<file path="config.mk">
export PLATFORM = sky130hd
export DESIGN_NAME = first_fit_segment_allocator
export DESIGN_NICKNAME = d
export VERILOG_FILES = /design/src/hw/rtl/fseg_pkg.sv /design/src/hw/rtl/fseg_mem.sv /design/src/hw/rtl/fseg_size.sv /design/src/hw/rtl/fseg_ctrl.sv /design/src/hw/rtl/first_fit_segment_allocator.sv
export SDC_FILE = /design/constraint.sdc
export NUM_CORES = 2
export LEC_CHECK = 0
export BUFFER_PORTS_ARGS = -buffer_cell sky130_fd_sc_hd__buf_2
export CAP_MARGIN = 10
export CORE_UTILIZATION = 53
export CTS_BUF_LIST = sky130_fd_sc_hd__clkbuf_4 sky130_fd_sc_hd__clkbuf_8
export DETAILED_ROUTE_END_ITERATION = 10
export GPL_TIMING_DRIVEN = 0
export PLACE_DENSITY = 0.72
export SKIP_CTS_REPAIR_TIMING = 1
export SLEW_MARGIN = 20
export SYNTH_ARGS = -nofsm -noshare
export SYNTH_HDL_FRONTEND = slang
export SYNTH_HIERARCHICAL = 1
export SYNTH_SLANG_ARGS = --single-unit
</file>
<file path="constraint.sdc">
create_clock -name clk_i -period 10.6 [get_ports clk_i]
set_input_delay 2.12 -clock clk_i [delete_from_list [all_inputs] [get_ports clk_i]]
set_output_delay 2.12 -clock clk_i [all_outputs]
set_load 0.01 [all_outputs]
</file>
<file path="src/hw/rtl/fseg_pkg.sv">
`timescale 1ns / 1ps
// ---------------------------------------------------------------------------
// fseg_pkg
// Shared types and constants of the first-fit segment allocator.
// ---------------------------------------------------------------------------
package fseg_pkg;

  localparam int MAX_SEGMENTS = 16;
  localparam int SLOT_W       = $clog2(MAX_SEGMENTS);
  localparam int SIZE_W       = 34;
  localparam int POOL_W       = 54;
  localparam logic [POOL_W-1:0] LIMIT32 = POOL_W'(64'hFFFF_FFFF);

  // segment flag bit positions
  localparam int FL_VALID  = 0;
  localparam int FL_ACTIVE = 1;
  localparam int FL_BUSY   = 2;
  localparam int FL_KILL   = 3;
  localparam int FL_FIRST  = 4;
  localparam int FL_LAST   = 5;

  // request modes
  localparam logic [1:0] MODE_ALLOC   = 2'd0;
  localparam logic [1:0] MODE_FREE    = 2'd1;
  localparam logic [1:0] MODE_RELEASE = 2'd2;
  localparam logic [1:0] MODE_ATTACH  = 2'd3;

  // result status codes
  localparam logic [2:0] STAT_OK    = 3'd0;
  localparam logic [2:0] STAT_DEFER = 3'd1;
  localparam logic [2:0] STAT_FULL  = 3'd2;
  localparam logic [2:0] STAT_BADH  = 3'd3;
  localparam logic [2:0] STAT_OVF   = 3'd4;

  // configuration register indexes
  localparam logic [1:0] CFG_PAGE_SHIFT = 2'd0;
  localparam logic [1:0] CFG_INIT_PAGES = 2'd1;

  typedef logic [5:0] flags_t;

  typedef struct packed {
    logic [31:0]       offset;
    logic [31:0]       length;
    logic [SLOT_W-1:0] lower;
    logic [SLOT_W-1:0] higher;
  } seg_t;

  typedef struct packed {
    logic off;
    logic len;
    logic lo;
    logic hi;
  } wmask_t;

  typedef struct packed {
    logic              we;
    wmask_t            mask;
    logic [SLOT_W-1:0] waddr;
    seg_t              wdata;
    logic [SLOT_W-1:0] raddr;
  } mem_req_t;

  typedef struct packed {
    logic [2:0]  status;
    logic [3:0]  slot;
    logic [31:0] offset;
    logic [16:0] stride;
    logic [31:0] pool;
    logic        resized;
  } res_t;

endpackage

</file>
<file path="src/hw/rtl/fseg_mem.sv">
`timescale 1ns / 1ps
// ---------------------------------------------------------------------------
// fseg_mem
// Segment table memory: one masked write port, one registered read port.
// ---------------------------------------------------------------------------
module fseg_mem (
  input  logic               clk_i,
  input  fseg_pkg::mem_req_t req_i,
  output fseg_pkg::seg_t     rdata_o
);
  import fseg_pkg::*;

  seg_t mem_q [MAX_SEGMENTS];
  seg_t rdata_q;

  // field-masked write
  always_ff @(posedge clk_i) begin
    if (req_i.we) begin
      if (req_i.mask.off) mem_q[req_i.waddr].offset <= req_i.wdata.offset;
      if (req_i.mask.len) mem_q[req_i.waddr].length <= req_i.wdata.length;
      if (req_i.mask.lo)  mem_q[req_i.waddr].lower  <= req_i.wdata.lower;
      if (req_i.mask.hi)  mem_q[req_i.waddr].higher <= req_i.wdata.higher;
    end
  end

  // registered read
  always_ff @(posedge clk_i) begin
    rdata_q <= mem_q[req_i.raddr];
  end

  assign rdata_o = rdata_q;

endmodule

</file>
<file path="src/hw/rtl/fseg_size.sv">
`timescale 1ns / 1ps
// ---------------------------------------------------------------------------
// fseg_size
// Two-stage request sizing: 4*width*height rounded up to a whole page.
// ---------------------------------------------------------------------------
module fseg_size (
  input  logic                        clk_i,
  input  logic [14:0]                 width_i,
  input  logic [14:0]                 height_i,
  input  logic [4:0]                  page_shift_i,
  output logic [fseg_pkg::SIZE_W-1:0] size_o
);
  import fseg_pkg::*;

  logic [29:0]       prod_q;
  logic [SIZE_W-1:0] size_q;
  logic [SIZE_W-1:0] page;
  logic [SIZE_W-1:0] mask;
  logic [SIZE_W-1:0] rnd;

  // stage one: pixel count
  always_ff @(posedge clk_i) begin
    prod_q <= width_i * height_i;
  end

  // stage two: bytes rounded to a page, zero takes one page
  always_comb begin
    page = SIZE_W'(1) << page_shift_i;
    mask = page - SIZE_W'(1);
    rnd  = ({2'b00, prod_q, 2'b00} + mask) & ~mask;
  end

  always_ff @(posedge clk_i) begin
    size_q <= (rnd == '0) ? page : rnd;
  end

  assign size_o = size_q;

endmodule

</file>
<file path="src/hw/rtl/fseg_ctrl.sv">
`timescale 1ns / 1ps
// ---------------------------------------------------------------------------
// fseg_ctrl
// Sequencer: first-fit search, split, growth and coalescing over the
// segment table, with flags, top slot and grown bytes in flip-flops.
// ---------------------------------------------------------------------------
module fseg_ctrl (
  input  logic                clk_i,
  input  logic                rst_ni,
  input  logic                start_i,
  input  logic [1:0]          mode_i,
  input  logic [14:0]         width_i,
  input  logic [14:0]         height_i,
  input  logic [3:0]          handle_i,
  input  logic [4:0]          page_shift_i,
  input  logic [20:0]         init_pages_i,
  input  logic                out_free_i,
  output logic                idle_o,
  output logic                done_o,
  output fseg_pkg::res_t      res_o
);
  import fseg_pkg::*;

  localparam logic [4:0] S_IDLE   = 5'd0;
  localparam logic [4:0] S_MUL    = 5'd1;
  localparam logic [4:0] S_RND    = 5'd2;
  localparam logic [4:0] S_ASTART = 5'd3;
  localparam logic [4:0] S_SRCH   = 5'd4;
  localparam logic [4:0] S_SPLIT  = 5'd5;
  localparam logic [4:0] S_SPLIT2 = 5'd6;
  localparam logic [4:0] S_SPLIT3 = 5'd7;
  localparam logic [4:0] S_NOFIT  = 5'd8;
  localparam logic [4:0] S_GROW   = 5'd9;
  localparam logic [4:0] S_APPEND = 5'd10;
  localparam logic [4:0] S_APP2   = 5'd11;
  localparam logic [4:0] S_EMPTY  = 5'd12;
  localparam logic [4:0] S_CHK    = 5'd13;
  localparam logic [4:0] S_RS     = 5'd14;
  localparam logic [4:0] S_RH     = 5'd15;
  localparam logic [4:0] S_RH2    = 5'd16;
  localparam logic [4:0] S_RL0    = 5'd17;
  localparam logic [4:0] S_RL     = 5'd18;
  localparam logic [4:0] S_RL2    = 5'd19;
  localparam logic [4:0] S_OUT    = 5'd20;

  logic [4:0]        state_q, state_d;
  logic [1:0]        mode_q, mode_d;
  logic [14:0]       w_q, w_d;
  logic [14:0]       h_q, h_d;
  logic [3:0]        hd_q, hd_d;
  logic [SLOT_W-1:0] cur_slot_q, cur_slot_d;
  seg_t              cur_q, cur_d;
  logic [SLOT_W-1:0] new_slot_q, new_slot_d;
  logic [SLOT_W-1:0] aux_slot_q, aux_slot_d;
  logic [SIZE_W-1:0] delta_q, delta_d;
  logic [31:0]       app_off_q, app_off_d;
  logic [SLOT_W-1:0] cnt_q, cnt_d;
  res_t              res_q, res_d;
  flags_t            flags_q [MAX_SEGMENTS];
  flags_t            flags_d [MAX_SEGMENTS];
  logic [SLOT_W-1:0] top_q, top_d;
  logic [31:0]       grown_q, grown_d;

  mem_req_t          mreq;
  seg_t              rdata;
  logic [SIZE_W-1:0] size;
  logic              free_found;
  logic [SLOT_W-1:0] free_idx;
  logic              any_valid;
  logic [POOL_W-1:0] pool_sum;
  logic              ovf_size;
  logic              ovf_delta;
  logic [SLOT_W-1:0] hslot;
  logic              fit;

  fseg_size u_size (
    .clk_i        (clk_i),
    .width_i      (w_q),
    .height_i     (h_q),
    .page_shift_i (page_shift_i),
    .size_o       (size)
  );

  fseg_mem u_mem (
    .clk_i   (clk_i),
    .req_i   (mreq),
    .rdata_o (rdata)
  );

  // lowest free slot and occupancy
  always_comb begin
    free_found = 1'b0;
    free_idx   = '0;
    any_valid  = 1'b0;
    for (int i = MAX_SEGMENTS - 1; i >= 0; i--) begin
      if (!flags_q[i][FL_VALID]) begin
        free_found = 1'b1;
        free_idx   = SLOT_W'(i);
      end else begin
        any_valid = 1'b1;
      end
    end
  end

  // pool size and overflow checks
  always_comb begin
    pool_sum  = (POOL_W'(init_pages_i) << page_shift_i) + POOL_W'(grown_q);
    ovf_size  = (pool_sum + POOL_W'(size)) > LIMIT32;
    ovf_delta = (pool_sum + POOL_W'(delta_q)) > LIMIT32;
  end

  assign hslot = SLOT_W'(hd_q);
  assign fit   = !flags_q[cur_slot_q][FL_ACTIVE] && ({2'b00, rdata.length} >= size);

  // sequencer
  always_comb begin
    state_d    = state_q;
    mode_d     = mode_q;
    w_d        = w_q;
    h_d        = h_q;
    hd_d       = hd_q;
    cur_slot_d = cur_slot_q;
    cur_d      = cur_q;
    new_slot_d = new_slot_q;
    aux_slot_d = aux_slot_q;
    delta_d    = delta_q;
    app_off_d  = app_off_q;
    cnt_d      = cnt_q;
    res_d      = res_q;
    top_d      = top_q;
    grown_d    = grown_q;
    for (int i = 0; i < MAX_SEGMENTS; i++) begin
      flags_d[i] = flags_q[i];
    end
    mreq       = '0;
    done_o     = 1'b0;

    unique case (state_q)
      S_IDLE: begin
        res_d = '0;
        if (start_i) begin
          mode_d  = mode_i;
          w_d     = width_i;
          h_d     = height_i;
          hd_d    = handle_i;
          state_d = (mode_i == MODE_ALLOC) ? S_MUL : S_CHK;
        end
      end
      S_MUL: state_d = S_RND;
      S_RND: state_d = S_ASTART;
      S_ASTART: begin
        if (|size[SIZE_W-1:32]) begin
          res_d.status = STAT_OVF;
          state_d      = S_OUT;
        end else if (!any_valid) begin
          state_d = S_EMPTY;
        end else begin
          mreq.raddr = top_q;
          cur_slot_d = top_q;
          cnt_d      = '0;
          state_d    = S_SRCH;
        end
      end
      // walk down from the top, one segment a cycle
      S_SRCH: begin
        cur_d = rdata;
        if (fit) begin
          if ({2'b00, rdata.length} == size) begin
            flags_d[cur_slot_q][FL_ACTIVE] = 1'b1;
            res_d.slot   = 4'(cur_slot_q);
            res_d.offset = rdata.offset;
            res_d.stride = {w_q, 2'b00};
            state_d      = S_OUT;
          end else begin
            state_d = S_SPLIT;
          end
        end else if (flags_q[cur_slot_q][FL_FIRST] ||
                     cnt_q == SLOT_W'(MAX_SEGMENTS - 1)) begin
          mreq.raddr = top_q;
          state_d    = S_NOFIT;
        end else begin
          mreq.raddr = rdata.lower;
          cur_slot_d = rdata.lower;
          cnt_d      = cnt_q + SLOT_W'(1);
        end
      end
      // split: new low part in a fresh slot
      S_SPLIT: begin
        if (!free_found) begin
          res_d.status = STAT_FULL;
          state_d      = S_OUT;
        end else begin
          mreq.we           = 1'b1;
          mreq.mask         = '{off: 1'b1, len: 1'b1, lo: 1'b1, hi: 1'b1};
          mreq.waddr        = free_idx;
          mreq.wdata.offset = cur_q.offset;
          mreq.wdata.length = size[31:0];
          mreq.wdata.lower  = cur_q.lower;
          mreq.wdata.higher = cur_slot_q;
          flags_d[free_idx] = '0;
          flags_d[free_idx][FL_VALID]  = 1'b1;
          flags_d[free_idx][FL_ACTIVE] = 1'b1;
          flags_d[free_idx][FL_FIRST]  = flags_q[cur_slot_q][FL_FIRST];
          new_slot_d = free_idx;
          state_d    = flags_q[cur_slot_q][FL_FIRST] ? S_SPLIT3 : S_SPLIT2;
        end
      end
      S_SPLIT2: begin
        mreq.we           = 1'b1;
        mreq.mask.hi      = 1'b1;
        mreq.waddr        = cur_q.lower;
        mreq.wdata.higher = new_slot_q;
        state_d           = S_SPLIT3;
      end
      S_SPLIT3: begin
        mreq.we           = 1'b1;
        mreq.mask         = '{off: 1'b1, len: 1'b1, lo: 1'b1, hi: 1'b0};
        mreq.waddr        = cur_slot_q;
        mreq.wdata.offset = cur_q.offset + size[31:0];
        mreq.wdata.length = cur_q.length - size[31:0];
        mreq.wdata.lower  = new_slot_q;
        flags_d[cur_slot_q][FL_FIRST] = 1'b0;
        res_d.slot   = 4'(new_slot_q);
        res_d.offset = cur_q.offset;
        res_d.stride = {w_q, 2'b00};
        state_d      = S_OUT;
      end
      // no fit: top segment data arrives
      S_NOFIT: begin
        cur_d      = rdata;
        cur_slot_d = top_q;
        delta_d    = size - {2'b00, rdata.length};
        app_off_d  = rdata.offset + rdata.length;
        state_d    = flags_q[top_q][FL_ACTIVE] ? S_APPEND : S_GROW;
      end
      S_GROW: begin
        if (ovf_delta) begin
          res_d.status = STAT_OVF;
          state_d      = S_OUT;
        end else begin
          grown_d           = grown_q + delta_q[31:0];
          mreq.we           = 1'b1;
          mreq.mask.len     = 1'b1;
          mreq.waddr        = cur_slot_q;
          mreq.wdata.length = size[31:0];
          flags_d[cur_slot_q][FL_ACTIVE] = 1'b1;
          res_d.slot    = 4'(cur_slot_q);
          res_d.offset  = cur_q.offset;
          res_d.stride  = {w_q, 2'b00};
          res_d.resized = 1'b1;
          state_d       = S_OUT;
        end
      end
      S_APPEND: begin
        if (!free_found) begin
          res_d.status = STAT_FULL;
          state_d      = S_OUT;
        end else if (ovf_size) begin
          res_d.status = STAT_OVF;
          state_d      = S_OUT;
        end else begin
          mreq.we           = 1'b1;
          mreq.mask         = '{off: 1'b1, len: 1'b1, lo: 1'b1, hi: 1'b1};
          mreq.waddr        = free_idx;
          mreq.wdata.offset = app_off_q;
          mreq.wdata.length = size[31:0];
          mreq.wdata.lower  = cur_slot_q;
          mreq.wdata.higher = '0;
          flags_d[free_idx] = '0;
          flags_d[free_idx][FL_VALID]  = 1'b1;
          flags_d[free_idx][FL_ACTIVE] = 1'b1;
          flags_d[free_idx][FL_LAST]   = 1'b1;
          flags_d[cur_slot_q][FL_LAST] = 1'b0;
          top_d      = free_idx;
          grown_d    = grown_q + size[31:0];
          new_slot_d = free_idx;
          state_d    = S_APP2;
        end
      end
      S_APP2: begin
        mreq.we           = 1'b1;
        mreq.mask.hi      = 1'b1;
        mreq.waddr        = cur_slot_q;
        mreq.wdata.higher = new_slot_q;
        res_d.slot    = 4'(new_slot_q);
        res_d.offset  = app_off_q;
        res_d.stride  = {w_q, 2'b00};
        res_d.resized = 1'b1;
        state_d       = S_OUT;
      end
      // empty table: first segment
      S_EMPTY: begin
        if (!free_found) begin
          res_d.status = STAT_FULL;
          state_d      = S_OUT;
        end else if (ovf_size) begin
          res_d.status = STAT_OVF;
          state_d      = S_OUT;
        end else begin
          mreq.we     = 1'b1;
          mreq.mask   = '{off: 1'b1, len: 1'b1, lo: 1'b1, hi: 1'b1};
          mreq.waddr  = free_idx;
          mreq.wdata  = '{offset: 32'd0, length: size[31:0], lower: '0, higher: '0};
          flags_d[free_idx] = '0;
          flags_d[free_idx][FL_VALID]  = 1'b1;
          flags_d[free_idx][FL_ACTIVE] = 1'b1;
          flags_d[free_idx][FL_FIRST]  = 1'b1;
          flags_d[free_idx][FL_LAST]   = 1'b1;
          top_d         = free_idx;
          grown_d       = grown_q + size[31:0];
          res_d.slot    = 4'(free_idx);
          res_d.stride  = {w_q, 2'b00};
          res_d.resized = 1'b1;
          state_d       = S_OUT;
        end
      end
      // free, release, attach
      S_CHK: begin
        if (!(32'(hd_q) < 32'(MAX_SEGMENTS)) ||
            !flags_q[hslot][FL_VALID] || !flags_q[hslot][FL_ACTIVE]) begin
          res_d.status = STAT_BADH;
          state_d      = S_OUT;
        end else begin
          res_d.slot = hd_q;
          cur_slot_d = hslot;
          state_d    = S_OUT;
          priority case (mode_q)
            MODE_FREE: begin
              if (flags_q[hslot][FL_BUSY]) begin
                flags_d[hslot][FL_KILL] = 1'b1;
                res_d.status            = STAT_DEFER;
              end else begin
                state_d = S_RS;
              end
            end
            MODE_RELEASE: begin
              flags_d[hslot][FL_BUSY] = 1'b0;
              if (flags_q[hslot][FL_KILL]) state_d = S_RS;
            end
            default: flags_d[hslot][FL_BUSY] = 1'b1;
          endcase
          if (state_d == S_RS) begin
            flags_d[hslot][FL_ACTIVE] = 1'b0;
            flags_d[hslot][FL_BUSY]   = 1'b0;
            flags_d[hslot][FL_KILL]   = 1'b0;
            mreq.raddr                = hslot;
          end
        end
      end
      // retire: own entry arrives, look at the higher neighbor
      S_RS: begin
        cur_d = rdata;
        if (!flags_q[cur_slot_q][FL_LAST] && !flags_q[rdata.higher][FL_ACTIVE]) begin
          mreq.raddr = rdata.higher;
          state_d    = S_RH;
        end else begin
          state_d = S_RL0;
        end
      end
      S_RH: begin
        mreq.we           = 1'b1;
        mreq.waddr        = cur_slot_q;
        mreq.mask.len     = 1'b1;
        mreq.wdata.length = cur_q.length + rdata.length;
        cur_d.length      = cur_q.length + rdata.length;
        flags_d[cur_q.higher] = '0;
        if (flags_q[cur_q.higher][FL_LAST]) begin
          flags_d[cur_slot_q][FL_LAST] = 1'b1;
          top_d   = cur_slot_q;
          state_d = S_RL0;
        end else begin
          mreq.mask.hi      = 1'b1;
          mreq.wdata.higher = rdata.higher;
          cur_d.higher      = rdata.higher;
          aux_slot_d        = rdata.higher;
          state_d           = S_RH2;
        end
      end
      S_RH2: begin
        mreq.we          = 1'b1;
        mreq.mask.lo     = 1'b1;
        mreq.waddr       = aux_slot_q;
        mreq.wdata.lower = cur_slot_q;
        state_d          = S_RL0;
      end
      S_RL0: begin
        if (!flags_q[cur_slot_q][FL_FIRST] && !flags_q[cur_q.lower][FL_ACTIVE]) begin
          mreq.raddr = cur_q.lower;
          state_d    = S_RL;
        end else begin
          res_d.slot = 4'(cur_slot_q);
          state_d    = S_OUT;
        end
      end
      // merge into the lower neighbor
      S_RL: begin
        mreq.we           = 1'b1;
        mreq.waddr        = cur_q.lower;
        mreq.mask.len     = 1'b1;
        mreq.wdata.length = rdata.length + cur_q.length;
        flags_d[cur_slot_q] = '0;
        res_d.slot          = 4'(cur_q.lower);
        if (flags_q[cur_slot_q][FL_LAST]) begin
          flags_d[cur_q.lower][FL_LAST] = 1'b1;
          top_d   = cur_q.lower;
          state_d = S_OUT;
        end else begin
          mreq.mask.hi      = 1'b1;
          mreq.wdata.higher = cur_q.higher;
          state_d           = S_RL2;
        end
      end
      S_RL2: begin
        mreq.we          = 1'b1;
        mreq.mask.lo     = 1'b1;
        mreq.waddr       = cur_q.higher;
        mreq.wdata.lower = cur_q.lower;
        state_d          = S_OUT;
      end
      S_OUT: begin
        if (out_free_i) begin
          done_o  = 1'b1;
          state_d = S_IDLE;
        end
      end
      default: state_d = S_IDLE;
    endcase
  end

  // result with pool size after the step
  always_comb begin
    res_o      = res_q;
    res_o.pool = (|pool_sum[POOL_W-1:32]) ? 32'hFFFF_FFFF : pool_sum[31:0];
  end

  assign idle_o = (state_q == S_IDLE);

  // control state
  always_ff @(posedge clk_i or negedge rst_ni) begin
    if (!rst_ni) begin
      state_q <= S_IDLE;
      top_q   <= '0;
      grown_q <= '0;
      for (int i = 0; i < MAX_SEGMENTS; i++) begin
        flags_q[i] <= '0;
      end
    end else begin
      state_q <= state_d;
      top_q   <= top_d;
      grown_q <= grown_d;
      for (int i = 0; i < MAX_SEGMENTS; i++) begin
        flags_q[i] <= flags_d[i];
      end
    end
  end

  // working registers
  always_ff @(posedge clk_i) begin
    mode_q     <= mode_d;
    w_q        <= w_d;
    h_q        <= h_d;
    hd_q       <= hd_d;
    cur_slot_q <= cur_slot_d;
    cur_q      <= cur_d;
    new_slot_q <= new_slot_d;
    aux_slot_q <= aux_slot_d;
    delta_q    <= delta_d;
    app_off_q  <= app_off_d;
    cnt_q      <= cnt_d;
    res_q      <= res_d;
  end

endmodule

</file>
<file path="src/hw/rtl/first_fit_segment_allocator.sv">
`timescale 1ns / 1ps
// ---------------------------------------------------------------------------
// first_fit_segment_allocator
// Growable pool of contiguous segments with first-fit allocation,
// splitting, coalescing free and deferred free of busy segments.
// ---------------------------------------------------------------------------
//  channel  valid        stall        payload
//  in       in_valid_i   in_stall_o   mode_i width_i height_i handle_i
//  out      out_valid_o  out_stall_i  status_o slot_o byte_offset_o
//                                     row_stride_o pool_bytes_o pool_resized_o
//  cfg      cfg_we_i     -            cfg_index_i cfg_data_i
//
// One word at a time. Allocate walks up to 16 segments on the first-fit
// search and then updates the segment table. The table memory, with a single
// write port and a single registered read port, sets the pace.
// Reset clears all segment flags; no clearing pass is needed.
// The next word is taken while a result waits in the output register.
// ---------------------------------------------------------------------------
module first_fit_segment_allocator (
  input  logic        clk_i,
  input  logic        rst_ni,
  input  logic        in_valid_i,
  output logic        in_stall_o,
  input  logic [1:0]  mode_i,
  input  logic [14:0] width_i,
  input  logic [14:0] height_i,
  input  logic [3:0]  handle_i,
  output logic        out_valid_o,
  input  logic        out_stall_i,
  output logic [2:0]  status_o,
  output logic [3:0]  slot_o,
  output logic [31:0] byte_offset_o,
  output logic [16:0] row_stride_o,
  output logic [31:0] pool_bytes_o,
  output logic        pool_resized_o,
  input  logic        cfg_we_i,
  input  logic [1:0]  cfg_index_i,
  input  logic [20:0] cfg_data_i
);
  import fseg_pkg::*;

  logic [4:0]  page_shift_q;
  logic [20:0] init_pages_q;
  logic        out_valid_q;
  res_t        out_q;
  logic        idle;
  logic        done;
  logic        out_free;
  res_t        res;

  // configuration registers
  always_ff @(posedge clk_i or negedge rst_ni) begin
    if (!rst_ni) begin
      page_shift_q <= 5'd12;
      init_pages_q <= '0;
    end else if (cfg_we_i) begin
      unique case (cfg_index_i)
        CFG_PAGE_SHIFT: page_shift_q <= cfg_data_i[4:0];
        CFG_INIT_PAGES: init_pages_q <= cfg_data_i;
        default: ;
      endcase
    end
  end

  assign in_stall_o = !idle;
  assign out_free   = !out_valid_q || !out_stall_i;

  fseg_ctrl u_ctrl (
    .clk_i        (clk_i),
    .rst_ni       (rst_ni),
    .start_i      (in_valid_i && idle),
    .mode_i       (mode_i),
    .width_i      (width_i),
    .height_i     (height_i),
    .handle_i     (handle_i),
    .page_shift_i (page_shift_q),
    .init_pages_i (init_pages_q),
    .out_free_i   (out_free),
    .idle_o       (idle),
    .done_o       (done),
    .res_o        (res)
  );

  // output word register
  always_ff @(posedge clk_i or negedge rst_ni) begin
    if (!rst_ni) begin
      out_valid_q <= 1'b0;
    end else if (done) begin
      out_valid_q <= 1'b1;
    end else if (!out_stall_i) begin
      out_valid_q <= 1'b0;
    end
  end

  always_ff @(posedge clk_i) begin
    if (done) begin
      out_q <= res;
    end
  end

  assign out_valid_o    = out_valid_q;
  assign status_o       = out_q.status;
  assign slot_o         = out_q.slot;
  assign byte_offset_o  = out_q.offset;
  assign row_stride_o   = out_q.stride;
  assign pool_bytes_o   = out_q.pool;
  assign pool_resized_o = out_q.resized;

endmodule

</file>
==> impl_metrics.toml <==
[sta]
drv_slew = 0
whs_ns = 0.3848
worstMarginPinSlew_ns = 1.298
hold_violations = 0
rsz0062_at_grt = "true"
clock_skew_ns = 0.1196
layout_setup_ws_ns = 0.2519
slew_headroom_pct = 13.26
tns_ns = 0
timing.final.crit_share_pct = 97.62
setup_viol_count_final = 0
finalWorstPathRequiredPeriod_ns = 10.35
fmax_mhz = 96.64

[placed_design]
dp_hpwl_mm = 227.3
dpl.cell_count = 10210
globalplace.congestion = 1.023
place_ws_ns = -2.718
io_buffers = 154

[worst_setup_path]
worstPathArrival_ns = 11.02
path_depth = 44
critPathMaxStageDelay_ns = 0.62
required_ns = 11.28
worstSetupPathType = "reg2reg"
end_kind = "flop"
worst-path-buf-inv = 8
critPathLaunchType = "flop"
rr_endpoint = "u_ctrl/u_mem/mem_q[6][59]"
crit_fanout = 19
regToRegSetupSlack_ns = 0.25
worstReg2RegStart = "page_shift_q[2]"
crit_slowest_cell = "dfstp_2"
crit_family = "compound AO/OA/AOI/OAI gates"
ff2ff_path_depth = 44

[synthesis]
synthAdderAreaFrac_pct = 9.138
synthDistinctLibCells = 124
synthArstFlopShare_pct = 9.183
yosysSeqAreaShare_pct = 53.14
syn_area_um2 = 96830
synth_warnings = 6
synthMuxAreaShare_pct = 9.677
yosys_register_bits = 1786
synth_edf_count = 1486
synth-xor-area-share_pct = 2.341
syn_area_per_cell_um2 = 12.70
synth_top_area_cell = "edfxtp_1"
synthTopCellsByArea = "edfxtp_1, mux4_2, ha_1"
yosysTopAreaCellShare_pct = 46.08
yosys.area_share.simple_pct = 10.12
synthFlopType = "edfxtp_1"
synth_top_family_by_area = "compound AO/OA/AOI/OAI gates"
syn_inst = 7627
synth_compound_area_share_pct = 12.41

[hold_path]
hold_start = "u_ctrl/res_o[61]"
hold_class = "reg2reg"
hold_path_depth = 0
holdPathEnd = "byte_offset_o[11]"

[clock_network]
cts-root-buf = "clkbuf_8"
cts_tree = "yes"
cts_sinks = 1786
cts_made_buffers = 308
insertion_delay_ns = 1.05
cts_htree_levels = 5
clk_pin_slew_ns = 0.06
clk_path_buf_depth = 4

[power_and_ir_drop]
switching_share_pct = 42.29
powerDensity_nw_per_um2 = 296.7
peakVddDrop_mv = 0.3536
pwr-share-comb_pct = 48.9
pwr-share-seq_pct = 31.6
p_clk_share_pct = 19.5
switching_power_mw = 13.74
leakage_nw = 41.08
p_int_mw = 18.75

[die]
initial_utilization_pct = 53.46
core_um2 = 181100
die_h_um = 429.4
pin_count = 155
die_area_um2 = 184400
die_w_um = 429.4
row_count = 156

[global_route]
grt_pass1_vias = 68790
grt_first_pass_wirelength_mm = 442.8
track_usage_pct = 32.46
grt_max_degree = 92
antenna_found_initial = 7
grt_overflow = 0

[layout]
mostFrequentLayoutCell = "edfxtp_1"
layout_common_cells = "edfxtp_1, nand2_1, nor2_1"
fill_cells = 13810
multi_input_area_um2 = 43240
nets = 8885
register_area_um2 = 51460
stdcell_count = 10810
area_delta_synth_final_pct = 13.11
final_util_pct = 60.47
drive_above_1_share_pct = 18.35

[job]
cap_violations = 0

[route]
drc = 0
ant_nets = 0
via_per_inst = 6.601
drt_iter0_drc = 10480
wl_mm = 311.6
first_pass_iters = 8
wire_per_inst_um = 28.82
vias = 71370

[run_status]
status = "complete, no violations"
## how the worst max path moves through the flow
stage / startpoint / endpoint / slack [ns]
2_1_floorplan: page_shift_q[1] / u_ctrl/u_mem/mem_q[13][40] / 0.62
3_3_place_gp: page_shift_q[4] / u_ctrl/u_mem/mem_q[7][59] / -4.04
3_5_place_dp: page_shift_q[4] / u_ctrl/u_mem/mem_q[10][63] / -2.72
4_1_cts: page_shift_q[4] / u_ctrl/u_mem/mem_q[10][59] / -2.70
5_1_grt: page_shift_q[1] / u_ctrl/u_mem/mem_q[9][62] / -0.15
6_report: page_shift_q[2] / u_ctrl/u_mem/mem_q[6][59] / 0.25
## cell usage after synthesis, types with 39 or more instances
| cell type | number |
|---|---|
| a211oi_1 | 64 |
| a21o_1 | 123 |
| a21oi_1 | 327 |
| a221o_1 | 50 |
| a222oi_1 | 54 |
| a22oi_1 | 210 |
| a31oi_1 | 50 |
| and2_1 | 138 |
| and3_1 | 57 |
| clkbuf_1 | 246 |
| dfrtp_1 | 162 |
| dfxtp_1 | 136 |
| edfxtp_1 | 1486 |
| fa_1 | 177 |
| ha_1 | 424 |
| inv_1 | 384 |
| mux2_2 | 54 |
| mux2i_1 | 46 |
| mux4_2 | 350 |
| nand2_1 | 689 |
| nand2b_1 | 108 |
| nand3_1 | 137 |
| nand4_1 | 48 |
| nor2_1 | 487 |
| nor2b_1 | 52 |
| nor3_1 | 149 |
| nor4_1 | 45 |
| o211ai_1 | 47 |
| o21a_1 | 44 |
| o21ai_0 | 339 |
| o21bai_1 | 46 |
| o31ai_1 | 45 |
| o41ai_1 | 50 |
| or3_1 | 39 |
| xnor2_1 | 164 |
| xor2_1 | 93 |
## state kept, by name, summed over array words and instances, names as in the netlist, 32 cells and up
register and count:
u_ctrl/u_mem/mem_q 1152, u_ctrl/flags_q 96, u_ctrl/u_mem/rdata_o 72, u_ctrl/u_size/size_o 34, u_ctrl/app_off_q 32, pool_bytes_o 32
byte_offset_o 32, u_ctrl/cur_q 72, u_ctrl/grown_q 32, u_ctrl/res_o 55, u_ctrl/delta_q 34
## metrics by stage
stage | area [µm²] | power, mW
floorplan | 96840 | 20.69
global placement | 100600 | 25.00
detailed placement | 101900 | 25.46
CTS | 108000 | 31.83
global route | 109500 | 34.15
finish | 109500 | 32.49
## layout make-up
cell class / instances / area share [%]
Antenna cell: 5 / 0.01142
Buffer: 339 / 1.530
Clock buffer: 428 / 4.853
Clock inverter: 98 / 0.7117
Inverter: 387 / 1.335
Multi-Input combinational cell: 5116 / 39.48
Sequential cell: 1786 / 46.99
Tap cell: 2370 / 2.707
Timing Repair Buffer: 282 / 2.384
## power groups by stage
stage                     Sequential [mW]  Combinational [mW]  Clock [mW]
after global placement               10.4                14.6           0
after floorplan                      9.64                11.0           0
after CTS                            10.2                15.2        6.40
final                                10.3                15.9        6.33
after detailed placement             10.3                15.1           0
after global routing                 10.3                17.2        6.72
## layer usage
metal	routed length [µm]	track usage [%]	vias up	share of wire [%]
li1	-	-	30480	-
met1	118200	43.73	35500	38
met2	140200	49.36	4522	45
met3	32030	5.963	871	10
met4	21160	19.17	0	6.8
met5	0	0	-	0
## logic make-up after synthesis
group           after synthesis
buf+inv                     727
mux                         477
compound gates             1727
xor+xnor                    258
other cells                   2
flops                      1786
fa+ha+maj                   601
simple gates               2049
Power figures use the tool's default switching activity.
